<file path="src/hdl/pfv_pkg.sv">
// pfv_pkg: shared types, codes and character constants for the phone field validator.
// No dependencies; used by the interfaces, the check logic, the top level and the checker.

package pfv_pkg;

  // Marker length and field byte codes
  localparam int unsigned MARKER_LEN = 13;

  localparam logic [7:0] CH_NUL    = 8'h00;
  localparam logic [7:0] CH_DASH   = 8'h2D;
  localparam logic [7:0] CH_LBRACK = 8'h5B;
  localparam logic [7:0] CH_RBRACK = 8'h5D;
  localparam logic [7:0] CH_ZERO   = 8'h30;
  localparam logic [7:0] CH_NINE   = 8'h39;

  localparam logic [4:0] PART_MAX    = 5'd31;
  localparam logic [1:0] BRACKET_MAX = 2'd3;
  // bracket count that lets a field end right after its brackets
  localparam logic [1:0] BRACKET_END = 2'd2;

  // Verdict codes; the sticky error uses the same encoding
  typedef enum logic [1:0] {
    VERDICT_OK        = 2'd0,
    VERDICT_BAD_CHAR  = 2'd1,
    VERDICT_FEW_PARTS = 2'd2
  } verdict_t;

  // Line level codes; higher codes act as LVL_OTHER
  typedef enum logic [2:0] {
    LVL_PRIVATE = 3'd0,
    LVL_HOLD    = 3'd1,
    LVL_DOWN    = 3'd2,
    LVL_POINT   = 3'd3,
    LVL_OTHER   = 3'd4
  } level_t;

  // Configuration register indexes
  typedef enum logic [1:0] {
    CFG_MIN_PARTS     = 2'd0,
    CFG_ALPHA_ALLOWED = 2'd1,
    CFG_UNPUB_ALLOWED = 2'd2
  } cfg_index_t;

  localparam int unsigned CFG_DATA_W = 8;

  typedef struct packed {
    logic [3:0] min_parts;
    logic       alpha_allowed;
    logic       unpub_allowed;
  } cfg_t;

  // Per-field scan state
  typedef struct packed {
    logic [3:0] char_position;
    logic       caseless_match;
    logic       exact_match;
    logic       letter_seen;
    logic       group_open;
    logic [4:0] part_count;
    logic [1:0] bracket_count;
    verdict_t   first_error;
  } field_state_t;

  localparam field_state_t FIELD_CLEAR = '{
    char_position:  4'd0,
    caseless_match: 1'b1,
    exact_match:    1'b1,
    letter_seen:    1'b0,
    group_open:     1'b0,
    part_count:     5'd0,
    bracket_count:  2'd0,
    first_error:    VERDICT_OK
  };

  // "-Unpublished-" one byte per position
  function automatic logic [7:0] marker_char(input logic [3:0] pos);
    logic [7:0] c;
    case (pos)
      4'd0:    c = 8'h2D;
      4'd1:    c = 8'h55;
      4'd2:    c = 8'h6E;
      4'd3:    c = 8'h70;
      4'd4:    c = 8'h75;
      4'd5:    c = 8'h62;
      4'd6:    c = 8'h6C;
      4'd7:    c = 8'h69;
      4'd8:    c = 8'h73;
      4'd9:    c = 8'h68;
      4'd10:   c = 8'h65;
      4'd11:   c = 8'h64;
      4'd12:   c = 8'h2D;
      default: c = 8'h00;
    endcase
    return c;
  endfunction

  // Upper case letters map to lower case
  function automatic logic [7:0] fold(input logic [7:0] c);
    logic [7:0] r;
    r = c;
    if (c >= 8'h41 && c <= 8'h5A) begin
      r = c + 8'd32;
    end
    return r;
  endfunction

  function automatic logic is_letter(input logic [7:0] c);
    return (c >= 8'h41 && c <= 8'h5A) || (c >= 8'h61 && c <= 8'h7A);
  endfunction

endpackage

</file>
<file path="src/hdl/pfv_if.sv">
// pfv_if: valid/ready channel interfaces for field bytes, verdicts and config writes.
// Depends on pfv_pkg for the config data width.

interface pfv_field_if;
  logic       valid;
  logic       ready;
  logic [7:0] ch;
  logic [2:0] line_level;

  modport source (output valid, output ch, output line_level, input ready);
  modport sink   (input valid, input ch, input line_level, output ready);
endinterface

interface pfv_result_if;
  logic       valid;
  logic       ready;
  logic [1:0] verdict;
  logic       write_unpublished;

  modport source (output valid, output verdict, output write_unpublished, input ready);
  modport sink   (input valid, input verdict, input write_unpublished, output ready);
endinterface

interface pfv_cfg_if;
  logic                              valid;
  logic                              ready;
  logic [1:0]                        index;
  logic [pfv_pkg::CFG_DATA_W-1:0]    data;

  modport source (output valid, output index, output data, input ready);
  modport sink   (input valid, input index, input data, output ready);
endinterface

</file>
<file path="src/hdl/pfv_field_check.sv">
// pfv_field_check: combinational update of the field scan state for one byte,
// plus the verdict formed on the terminating byte. Depends on pfv_pkg.

module pfv_field_check (
  input  pfv_pkg::field_state_t state,
  input  logic [7:0]            ch,
  input  logic [2:0]            line_level,
  input  pfv_pkg::cfg_t         cfg,
  output pfv_pkg::field_state_t state_next,
  output pfv_pkg::verdict_t     verdict,
  output logic                  write_unpublished
);

  pfv_pkg::field_state_t nxt;
  logic [4:0] part_inc;
  logic [1:0] bracket_inc;
  logic       is_digit;
  logic       early_short;
  logic [7:0] mk;
  logic       at_len;
  logic       marker_any;
  logic       marker_exact;
  logic       level_checked;

  // Saturating counters and byte classes
  assign part_inc    = (state.part_count == pfv_pkg::PART_MAX) ?
                       state.part_count : state.part_count + 5'd1;
  assign bracket_inc = (state.bracket_count == pfv_pkg::BRACKET_MAX) ?
                       state.bracket_count : state.bracket_count + 2'd1;
  assign is_digit    = (ch >= pfv_pkg::CH_ZERO) && (ch <= pfv_pkg::CH_NINE);
  assign early_short = ({1'b0, state.part_count} + 6'd1) < {2'b00, cfg.min_parts};
  assign mk          = pfv_pkg::marker_char(state.char_position);

  // Byte scan: part counting, bracket handling, marker compare
  always_comb begin
    nxt = state;
    if (state.first_error == pfv_pkg::VERDICT_OK) begin
      if (is_digit) begin
        nxt.group_open = 1'b1;
      end else if (state.group_open) begin
        case (ch)
          pfv_pkg::CH_LBRACK: begin
            if (early_short) begin
              nxt.first_error = pfv_pkg::VERDICT_FEW_PARTS;
            end else begin
              nxt.part_count    = 5'd0;
              nxt.bracket_count = bracket_inc;
              nxt.group_open    = 1'b0;
            end
          end
          pfv_pkg::CH_RBRACK: begin
            nxt.bracket_count = bracket_inc;
            nxt.group_open    = 1'b0;
            nxt.part_count    = part_inc;
          end
          pfv_pkg::CH_NUL, pfv_pkg::CH_DASH: begin
            nxt.group_open = 1'b0;
            nxt.part_count = part_inc;
          end
          default: nxt.first_error = pfv_pkg::VERDICT_BAD_CHAR;
        endcase
      end else if (!(ch == pfv_pkg::CH_NUL && state.bracket_count == pfv_pkg::BRACKET_END)) begin
        nxt.first_error = pfv_pkg::VERDICT_BAD_CHAR;
      end
      // end of field: total part count check
      if (ch == pfv_pkg::CH_NUL && nxt.first_error == pfv_pkg::VERDICT_OK &&
          nxt.part_count < {1'b0, cfg.min_parts}) begin
        nxt.first_error = pfv_pkg::VERDICT_FEW_PARTS;
      end
    end
    if (ch != pfv_pkg::CH_NUL) begin
      if (state.char_position < 4'(pfv_pkg::MARKER_LEN)) begin
        if (ch != mk) begin
          nxt.exact_match = 1'b0;
        end
        if (pfv_pkg::fold(ch) != pfv_pkg::fold(mk)) begin
          nxt.caseless_match = 1'b0;
        end
        nxt.char_position = state.char_position + 4'd1;
      end else begin
        nxt.exact_match    = 1'b0;
        nxt.caseless_match = 1'b0;
      end
      if (pfv_pkg::is_letter(ch)) begin
        nxt.letter_seen = 1'b1;
      end
    end
  end

  // Verdict on the terminating byte
  assign at_len        = state.char_position == 4'(pfv_pkg::MARKER_LEN);
  assign marker_any    = state.caseless_match && at_len;
  assign marker_exact  = state.exact_match && at_len;
  assign level_checked = line_level >= pfv_pkg::LVL_POINT;

  always_comb begin
    if (!level_checked) begin
      verdict = pfv_pkg::VERDICT_OK;
    end else if (line_level == pfv_pkg::LVL_POINT && marker_any) begin
      verdict = pfv_pkg::VERDICT_OK;
    end else if (cfg.unpub_allowed && marker_any) begin
      verdict = pfv_pkg::VERDICT_OK;
    end else if (cfg.alpha_allowed && marker_any) begin
      verdict = pfv_pkg::VERDICT_BAD_CHAR;
    end else if (cfg.alpha_allowed && state.letter_seen) begin
      verdict = pfv_pkg::VERDICT_OK;
    end else begin
      verdict = nxt.first_error;
    end
  end

  assign write_unpublished = !marker_exact && (marker_any || line_level == pfv_pkg::LVL_PRIVATE);

  // A finished field starts the next one from scratch
  assign state_next = (ch == pfv_pkg::CH_NUL) ? pfv_pkg::FIELD_CLEAR : nxt;

endmodule

</file>
<file path="src/hdl/phone_field_validator_top.sv">
// phone_field_validator_top: top level of the phone field validator.
// Depends on pfv_pkg, the channel interfaces in pfv_if and pfv_field_check.
//
// Usage:
//   field  - byte stream of phone fields, one byte per request (ch, line_level).
//            A zero byte ends the field; only its line_level is used.
//   result - one request per field (verdict, write_unpublished), issued
//            for the terminating byte only; other bytes give no result.
//   cfg    - register writes (min_parts, alpha_allowed, unpub_allowed),
//            always ready; write only while no field is in flight.
// Timing: an accepted byte is captured in the input register and scanned
//   into the scan state; a terminating byte also loads the result register.
// Throughput: one byte per cycle unless a terminating byte is stalled. The
//   scan is one combinational pass between the input and result registers.
// Stall: the result register holds until taken. A terminating byte waits
//   in the input register meanwhile and the field channel deasserts ready;
//   other bytes keep flowing.
// Reset: clears the pipeline valids, the scan state and the registers to
//   min_parts = 1, alpha_allowed = 0, unpub_allowed = 0.

module phone_field_validator_top (
  input  logic             clk,
  input  logic             rst,
  pfv_field_if.sink        field,
  pfv_result_if.source     result,
  pfv_cfg_if.sink          cfg
);

  // Input register
  logic       s1_valid;
  logic [7:0] s1_ch;
  logic [2:0] s1_level;

  // Scan state and configuration
  pfv_pkg::field_state_t fstate;
  pfv_pkg::field_state_t fstate_next;
  pfv_pkg::cfg_t         cfg_regs;

  // Result register
  logic              out_valid;
  pfv_pkg::verdict_t out_verdict;
  logic              out_wu;

  pfv_pkg::verdict_t chk_verdict;
  logic              chk_wu;
  logic              s1_term;
  logic              s1_done;
  logic              out_load;

  // Pipeline control
  assign s1_term     = s1_ch == pfv_pkg::CH_NUL;
  assign s1_done     = s1_valid && (!s1_term || !out_valid || result.ready);
  assign out_load    = s1_valid && s1_term && s1_done;
  assign field.ready = !s1_valid || s1_done;

  always_ff @(posedge clk) begin
    if (rst) begin
      s1_valid <= 1'b0;
    end else if (field.ready) begin
      s1_valid <= field.valid;
    end
  end

  always_ff @(posedge clk) begin
    if (field.ready && field.valid) begin
      s1_ch    <= field.ch;
      s1_level <= field.line_level;
    end
  end

  // Byte scan
  pfv_field_check u_check (
    .state             (fstate),
    .ch                (s1_ch),
    .line_level        (s1_level),
    .cfg               (cfg_regs),
    .state_next        (fstate_next),
    .verdict           (chk_verdict),
    .write_unpublished (chk_wu)
  );

  always_ff @(posedge clk) begin
    if (rst) begin
      fstate <= pfv_pkg::FIELD_CLEAR;
    end else if (s1_done) begin
      fstate <= fstate_next;
    end
  end

  // Result register
  always_ff @(posedge clk) begin
    if (rst) begin
      out_valid <= 1'b0;
    end else if (out_load) begin
      out_valid <= 1'b1;
    end else if (result.ready) begin
      out_valid <= 1'b0;
    end
  end

  always_ff @(posedge clk) begin
    if (out_load) begin
      out_verdict <= chk_verdict;
      out_wu      <= chk_wu;
    end
  end

  assign result.valid             = out_valid;
  assign result.verdict           = out_verdict;
  assign result.write_unpublished = out_wu;

  // Configuration registers
  assign cfg.ready = 1'b1;

  always_ff @(posedge clk) begin
    if (rst) begin
      cfg_regs.min_parts     <= 4'd1;
      cfg_regs.alpha_allowed <= 1'b0;
      cfg_regs.unpub_allowed <= 1'b0;
    end else if (cfg.valid) begin
      case (cfg.index)
        pfv_pkg::CFG_MIN_PARTS:     cfg_regs.min_parts     <= cfg.data[3:0];
        pfv_pkg::CFG_ALPHA_ALLOWED: cfg_regs.alpha_allowed <= cfg.data[0];
        pfv_pkg::CFG_UNPUB_ALLOWED: cfg_regs.unpub_allowed <= cfg.data[0];
        default: ;
      endcase
    end
  end

endmodule

</file>
<file path="src/flat_wrapper.sv">
// flat-port wrapper written by rule: the top's interface ports become plain ports
module phone_field_validator_top_flat 
  (clk, rst, field_valid, field_ch, field_line_level, field_ready, result_valid, result_verdict, result_write_unpublished, result_ready, cfg_valid, cfg_index, cfg_data, cfg_ready);
  pfv_field_if field_i ();
  pfv_result_if result_i ();
  pfv_cfg_if cfg_i ();
  input  logic clk;
  input  logic rst;
  input wire logic [$bits(field_i.valid)-1:0] field_valid;
  input wire logic [$bits(field_i.ch)-1:0] field_ch;
  input wire logic [$bits(field_i.line_level)-1:0] field_line_level;
  output wire logic [$bits(field_i.ready)-1:0] field_ready;
  output wire logic [$bits(result_i.valid)-1:0] result_valid;
  output wire logic [$bits(result_i.verdict)-1:0] result_verdict;
  output wire logic [$bits(result_i.write_unpublished)-1:0] result_write_unpublished;
  input wire logic [$bits(result_i.ready)-1:0] result_ready;
  input wire logic [$bits(cfg_i.valid)-1:0] cfg_valid;
  input wire logic [$bits(cfg_i.index)-1:0] cfg_index;
  input wire logic [$bits(cfg_i.data)-1:0] cfg_data;
  output wire logic [$bits(cfg_i.ready)-1:0] cfg_ready;
  assign field_i.valid = field_valid;
  assign field_i.ch = field_ch;
  assign field_i.line_level = field_line_level;
  assign field_ready = field_i.ready;
  assign result_valid = result_i.valid;
  assign result_verdict = result_i.verdict;
  assign result_write_unpublished = result_i.write_unpublished;
  assign result_i.ready = result_ready;
  assign cfg_i.valid = cfg_valid;
  assign cfg_i.index = cfg_index;
  assign cfg_i.data = cfg_data;
  assign cfg_ready = cfg_i.ready;
  phone_field_validator_top u_core (.clk(clk), .rst(rst), .field(field_i), .result(result_i), .cfg(cfg_i));
endmodule
</file>
<file path="config.mk">
export PLATFORM = sky130hd
export DESIGN_NAME = phone_field_validator_top_flat
export DESIGN_NICKNAME = d
export VERILOG_FILES = /design/src/hdl/pfv_pkg.sv /design/src/hdl/pfv_if.sv /design/src/hdl/pfv_field_check.sv /design/src/hdl/phone_field_validator_top.sv /design/src/flat_wrapper.sv
export SDC_FILE = /design/constraint.sdc
export NUM_CORES = 1
export LEC_CHECK = 0
export CAP_MARGIN = 40
export CORE_MARGIN = 2
export CORE_UTILIZATION = 63
export CTS_CLUSTER_SIZE = 16
export DETAILED_ROUTE_END_ITERATION = 10
export DONT_BUFFER_PORTS = 1
export GPL_TIMING_DRIVEN = 0
export PLACE_DENSITY = 0.88
export SYNTH_ARGS = -nofsm -noshare
export SYNTH_HDL_FRONTEND = slang
export SYNTH_SLANG_ARGS = --single-unit
</file>
<file path="constraint.sdc">
create_clock -name clk -period 7 [get_ports clk]
set_input_delay 0 -clock clk [delete_from_list [all_inputs] [get_ports clk]]
set_output_delay 0 -clock clk [all_outputs]
set_load 0.005 [all_outputs]
</file>
Yosys cells after proc, flatten, opt, wreduce, memory -nomap -nowiden

Memory sizes are Yosys's and may differ from the RTL's. A register that Yosys moved wholly into a read port is not among the register bits.
Index checks and enable logic that the tools add are counted.

Memories: 1
Logic and storage cells: 140
Input bits: 26
Bits in latches: 0
Register bits after elaboration: 39
Bits in writable memories: 0
ROM bits: 112
Output and inout port bits: 6

Memory list:

| name            | depth | width | read ports | clocked after memory_dff | wr ports | RTL line      | text |
|---|---|---|---|---|---|---|---|
| (no name shown) | 16    | 7     | 1          | 1                        | 0        | pfv_pkg.sv:78 | `case (pos)` |

Eq/ne operators: 16
Reductions and logical operators: 52
Order comparisons: 12
Bitwise operators: 1
Divide/modulo/power cells: 0
Shift operators: 0
Muxes and demuxes: 34
$mul: 0
Add/sub/neg operators: 6

Operators by type and width:

| kind                  | number |
|---|---|
| $mux W8               | 8 |
| $ge A8 B7 Y1 const B  | 3 |
| $le A8 B7 Y1 const B  | 3 |
| $logic_and A1 B1 Y1   | 18 |
| $mux W9               | 2 |
| $mux W17              | 1 |
| $add A8 B6 Y8 const B | 2 |
| $eq A8 B7 Y1 const B  | 2 |
| $ne A8 B8 Y1          | 2 |
| $mux W2               | 6 |
| $mux W4               | 3 |
| $pmux W6 S2           | 1 |
| $reduce_and A3 Y1     | 4 |
| $reduce_bool A2 Y1    | 6 |
| $mux W10              | 1 |
| $eq A8 B6 Y1 const B  | 1 |
| $ge A8 B6 Y1 const B  | 1 |
| $le A8 B6 Y1 const B  | 1 |
| $logic_not A8 Y1      | 1 |
| $mux W1               | 8 |
| $pmux W2 S2           | 2 |
| $reduce_and A2 Y1     | 4 |
| $reduce_bool A8 Y1    | 1 |
| $mux W7               | 1 |
| other kinds (26)      | 39 |

Longest topological paths before layout

Word-level depth: 15
Gate-level depth with buffers: 14
Mapped depth without buffers: 13

Modules after synthesis

A second synthesis with hierarchy kept.

Cells, all modules: 408
Area, all modules: 3309.4 um^2

Modules (own cells, without submodules):

| module                    | cells each | area an instance (um^2) | seq. area each (um^2) | times used |
|---|---|---|---|---|
| phone_field_validator_top | 171        | 1831.8                  | 920.9                 | 1 |
| pfv_field_check           | 237        | 1477.7                  | 0.0                   | 1 |

Worst setup path before layout

No wires, ideal clock.

Path type: register to register
Start point: reg u_core.s1_ch[3]
End point: reg u_core.out_verdict[1], in the netlist u_core.result.verdict[1], data pin
Buffers on the path: 3
Arrival: 3059 ps
Clock period less this slack: 3211 ps
Stages on the path, launching flop included: 14
Slack: 3789 ps
Cell sequence: edfxtp_1 -> buf_6 -> or4_1 -> buf_2 -> nor3_1 -> buf_2 -> nor3_1 -> a2111o_1 -> a22o_1 -> ha_1 -> or3_1 -> o21ai_0 -> a21oi_1 -> o21ai_0

Word-level cells in the longest chain between the ends: 11
Elaborated cells on any way between the ends: 22
Classes of those cells: order compare: 3; eq/ne: 3; mux: 9; reduce/logical: 7

Ends and longest elaborated chain:

| item                                                                 | RTL line                         | text |
|---|---|---|
| start, declared                                                      | phone_field_validator_top.sv:31  | `logic [7:0] s1_ch;` |
| start signal, assigned                                               | phone_field_validator_top.sv:66  | `s1_ch <= field.ch;` |
| parallel branches: the longest is 9 deep, another holds $lt A5 B4 Y1 | --                               |  |
| $mux W2 (*)                                                          | pfv_field_check.sv:66            | `if (ch == pfv_pkg::CH_NUL && nxt.first_error == pfv_pkg::VERDICT_OK &&` |
| $mux W10 (*)                                                         | pfv_field_check.sv:37            | `if (state.first_error == pfv_pkg::VERDICT_OK) begin` |
| end signal, assigned                                                 | phone_field_validator_top.sv:103 | `out_verdict <= chk_verdict;` |
| end, declared                                                        | phone_field_validator_top.sv:41  | `pfv_pkg::verdict_t out_verdict;` |

Every way passes the cells marked *. The select of a mux whose other input is x is not followed.
A chain may end at the register's enable or synchronous reset.

Worst setup path after layout

Start point: reg u_core.s1_ch[0]
End point: reg u_core.out_verdict[1], in the netlist u_core.result.verdict[1], data pin

Same word-level chain as after synthesis.

==> flow_metrics.env <==
export IMPL_status="finished clean"
export IMPL_syn_inst=348
export IMPL_crit_path_top_delay_cell="or4_1"
export IMPL_die_w_um=74.3
export IMPL_avgSynthCellArea_um2=8.96
export IMPL_synth_edff_count=14
export IMPL_max_freq_mhz=271
export IMPL_post_cts_resized=0
export IMPL_synth_area_top_cells="dfxtp_1 21%, edfxtp_1 13%, ha_1 8.4%"
export IMPL_grt_pass1_wl_um=11900
export IMPL_finalWeightedCongestion=0.935
export IMPL_nets=422
export IMPL_final_cell_mix="37 x nor2_1, 32 x dfxtp_1, 23 x inv_1"
export IMPL_cp_top_family="simple AND/OR/NAND/NOR gates"
export IMPL_slew_headroom=0.434
export IMPL_clk_pin_slew_ps=90
export IMPL_min_period_over_period=0.528
export IMPL_firstDrtPassIters=5
export IMPL_synth_warnings=0
export IMPL_peakVddDrop_mv=0.162
export IMPL_required_ps=7130
export IMPL_syn_to_final_growth_pct=12.0
export IMPL_cp_end_kind="flop"
export IMPL_synth_flop_cell="dfxtp_1"
export IMPL_rsz0062_at_grt="false"
export IMPL_fillerInstances=367
export IMPL_antenna_found_initial=0
export IMPL_finalSetupViolCount=0
export IMPL_powerDensity_nw_per_um2=158
export IMPL_drive_gt1_frac=0.0745
export IMPL_tightestPinTransition_ps=847
export IMPL_die_height_um=74.3
export IMPL_die_area_um2=5530
export IMPL_cts_root_buf="clkbuf_8"
export IMPL_grt_usage=0.278
export IMPL_coreArea_um2=4750
export IMPL_critPathKind="flop to flop"
export IMPL_maxCapViolCount=0
export IMPL_syn_nets=395
export IMPL_finalMaxSlewViolations=0
export IMPL_hold_path_class="input port to flop"
export IMPL_synth_area_um2=3120
export IMPL_grt_overflow=0
export IMPL_slowest_delay_ps=550
export IMPL_viasPerCell=6.38
export IMPL_min_period_ps=3690
export IMPL_avgRoutedWirePerCell_um=16.8
export IMPL_p_leak_nw=1.38
export IMPL_finClkSkew_ps=11.0
export IMPL_synthDistinctLibCells=74
export IMPL_vias=2827
export IMPL_yosysSeqAreaShare=0.340
export IMPL_wirelength_um=7440
export IMPL_crit_path_max_fanout=10
export IMPL_route_detailed_drc=0
export IMPL_yosys_register_bits=46
export IMPL_path_buf_inv=2
export IMPL_numCtsBuffers=5
export IMPL_start_util=0.656
export IMPL_synth_top_cell_by_area="dfxtp_1"
export IMPL_tns_ps=0
export IMPL_synthArstFlopShare=0
export IMPL_crit_chain="or4_1 > buf_2 > nor3_1 > buf_2 > nor3_1 > a2111o_1 > a22o_1 > ha_1 > or3_1 > o21ai_0 > a21oi_1 > o21ai_0"
export IMPL_drt_iter0_drc=305
export IMPL_drtAntennaViolNets=0
export IMPL_grt_max_degree=16
export IMPL_clk_latency_ps=310
export IMPL_synth_top_area_frac=0.206
export IMPL_rows=25
export IMPL_hold_viol=0
export IMPL_h_tree_depth=2
export IMPL_cts_tree="done"
export IMPL_start_kind="flop"
export IMPL_cts_buffer_depth=2
export IMPL_io_buffers=0
export IMPL_num_io_pins=32
export IMPL_diodes=0
export IMPL_clock_sinks=46
export IMPL_arrival_ps=3820
export IMPL_worst_slack_ps=3310
export IMPL_final_common_cell="nor2_1"
export IMPL_hpwl_um=5110
export IMPL_dpl_worst_slack_ps=3370
export IMPL_first_global_vias=2669
what timing repair did:
item	in CTS	in global routing
setup buffers	0	0
hold buffers	20	0
endpoints found under the hold margin	18	0
routing by layer:
layer / vias up / track usage / part of all wire
li1: 1359 / - / -
met1: 1319 / 0.362 / 0.46
met2: 131 / 0.461 / 0.46
met3: 18 / 0.0542 / 0.066
met4: 0 / 0.0992 / 0.015
met5: - / 0 / 0
stage by stage:
step	std cells	instance area, um^2	total power, mW	hold slack (ps)	utilization
6_report	443	3490	0.553	22.9	0.734
5_1_grt	443	3490	0.574	51.9	0.734
4_1_cts	443	3490	0.551	10.0	0.734
3_5_place_dp	415	3200	0.381	98.9	0.673
3_3_place_gp	415	3200	0.378	98.9	0.673
2_1_floorplan	348	3120	0.363	98.9	-
registers in the layout, indices dropped and copies added (netlist names):
name and flops:
u_core.cfg_regs 6, u_core.fstate 17, u_core.result.valid 1, u_core.result.verdict 2
u_core.result.write_unpublished 1, u_core.s1_ch 8, u_core.s1_level 3, u_core.s1_valid 1
u_core.u_check.mk 7
final timing paths:
kind | startpoint | to | slack, ps | cells past startpoint
setup reg to reg | u_core.s1_ch[0] | u_core.result.verdict[1] | 3310 | 12
setup / recovery | u_core.s1_ch[0] | u_core.result.verdict[1] | 3310 | 12
hold reg to reg | u_core.fstate[11] | u_core.fstate[11] | 500 | 2
hold / removal | cfg_index[1] | u_core.cfg_regs[2] | 20 | 3
synthesized netlist by cell type (5+ instances only):
| master | n |
|---|---|
| a21oi_1 | 14 |
| inv_1 | 23 |
| nand2_1 | 18 |
| ha_1 | 21 |
| xor2_1 | 7 |
| mux2i_1 | 8 |
| dfxtp_1 | 32 |
| o31ai_1 | 7 |
| edfxtp_1 | 14 |
| a31oi_1 | 5 |
| clkbuf_1 | 11 |
| xnor2_1 | 8 |
| nor3_1 | 14 |
| nor2_1 | 37 |
| o21ai_0 | 10 |
| nand3_1 | 7 |
area by class of cell:
type | count | area (um^2) | share of cell area
Clock buffer | 5 | 68.8 | 0.0197
Tap cell | 67 | 83.8 | 0.0240
Buffer | 17 | 86.3 | 0.0247
Multi-Input combinational cell | 262 | 1880 | 0.539
Clock inverter | 3 | 21.3 | 0.00609
Timing Repair Buffer | 20 | 200 | 0.0573
Inverter | 23 | 86.3 | 0.0247
Sequential cell | 46 | 1060 | 0.304
power by group:
group          switching [mW]  internal, mW
registers              0.0135         0.286
clock network          0.0960        0.0703
logic                  0.0480        0.0393
total                   0.157         0.396
worst reg2reg max path: stages, from the launching register on:
cell and delay (ps):
edfxtp_1 530, or4_1 550, buf_2 170, nor3_1 230, buf_2 270, nor3_1 130, a2111o_1 460, a22o_1 230
ha_1 290, or3_1 300, o21ai_0 70, a21oi_1 60, o21ai_0 240
cell families (layout without fill, tap and decap cells):
family          after synthesis  after routing  share of synthesized area
buf+inv                      40             68                     0.0554
fa+ha+maj                    21             21                     0.0843
simple gates                124            124                      0.214
mux                          10             10                     0.0341
compound gates               91             91                      0.228
flops                        46             46                      0.340
xor+xnor                     15             15                     0.0422
other cells                   1              1                    0.00120
Note: power is estimated with default switching activity, not from simulation.
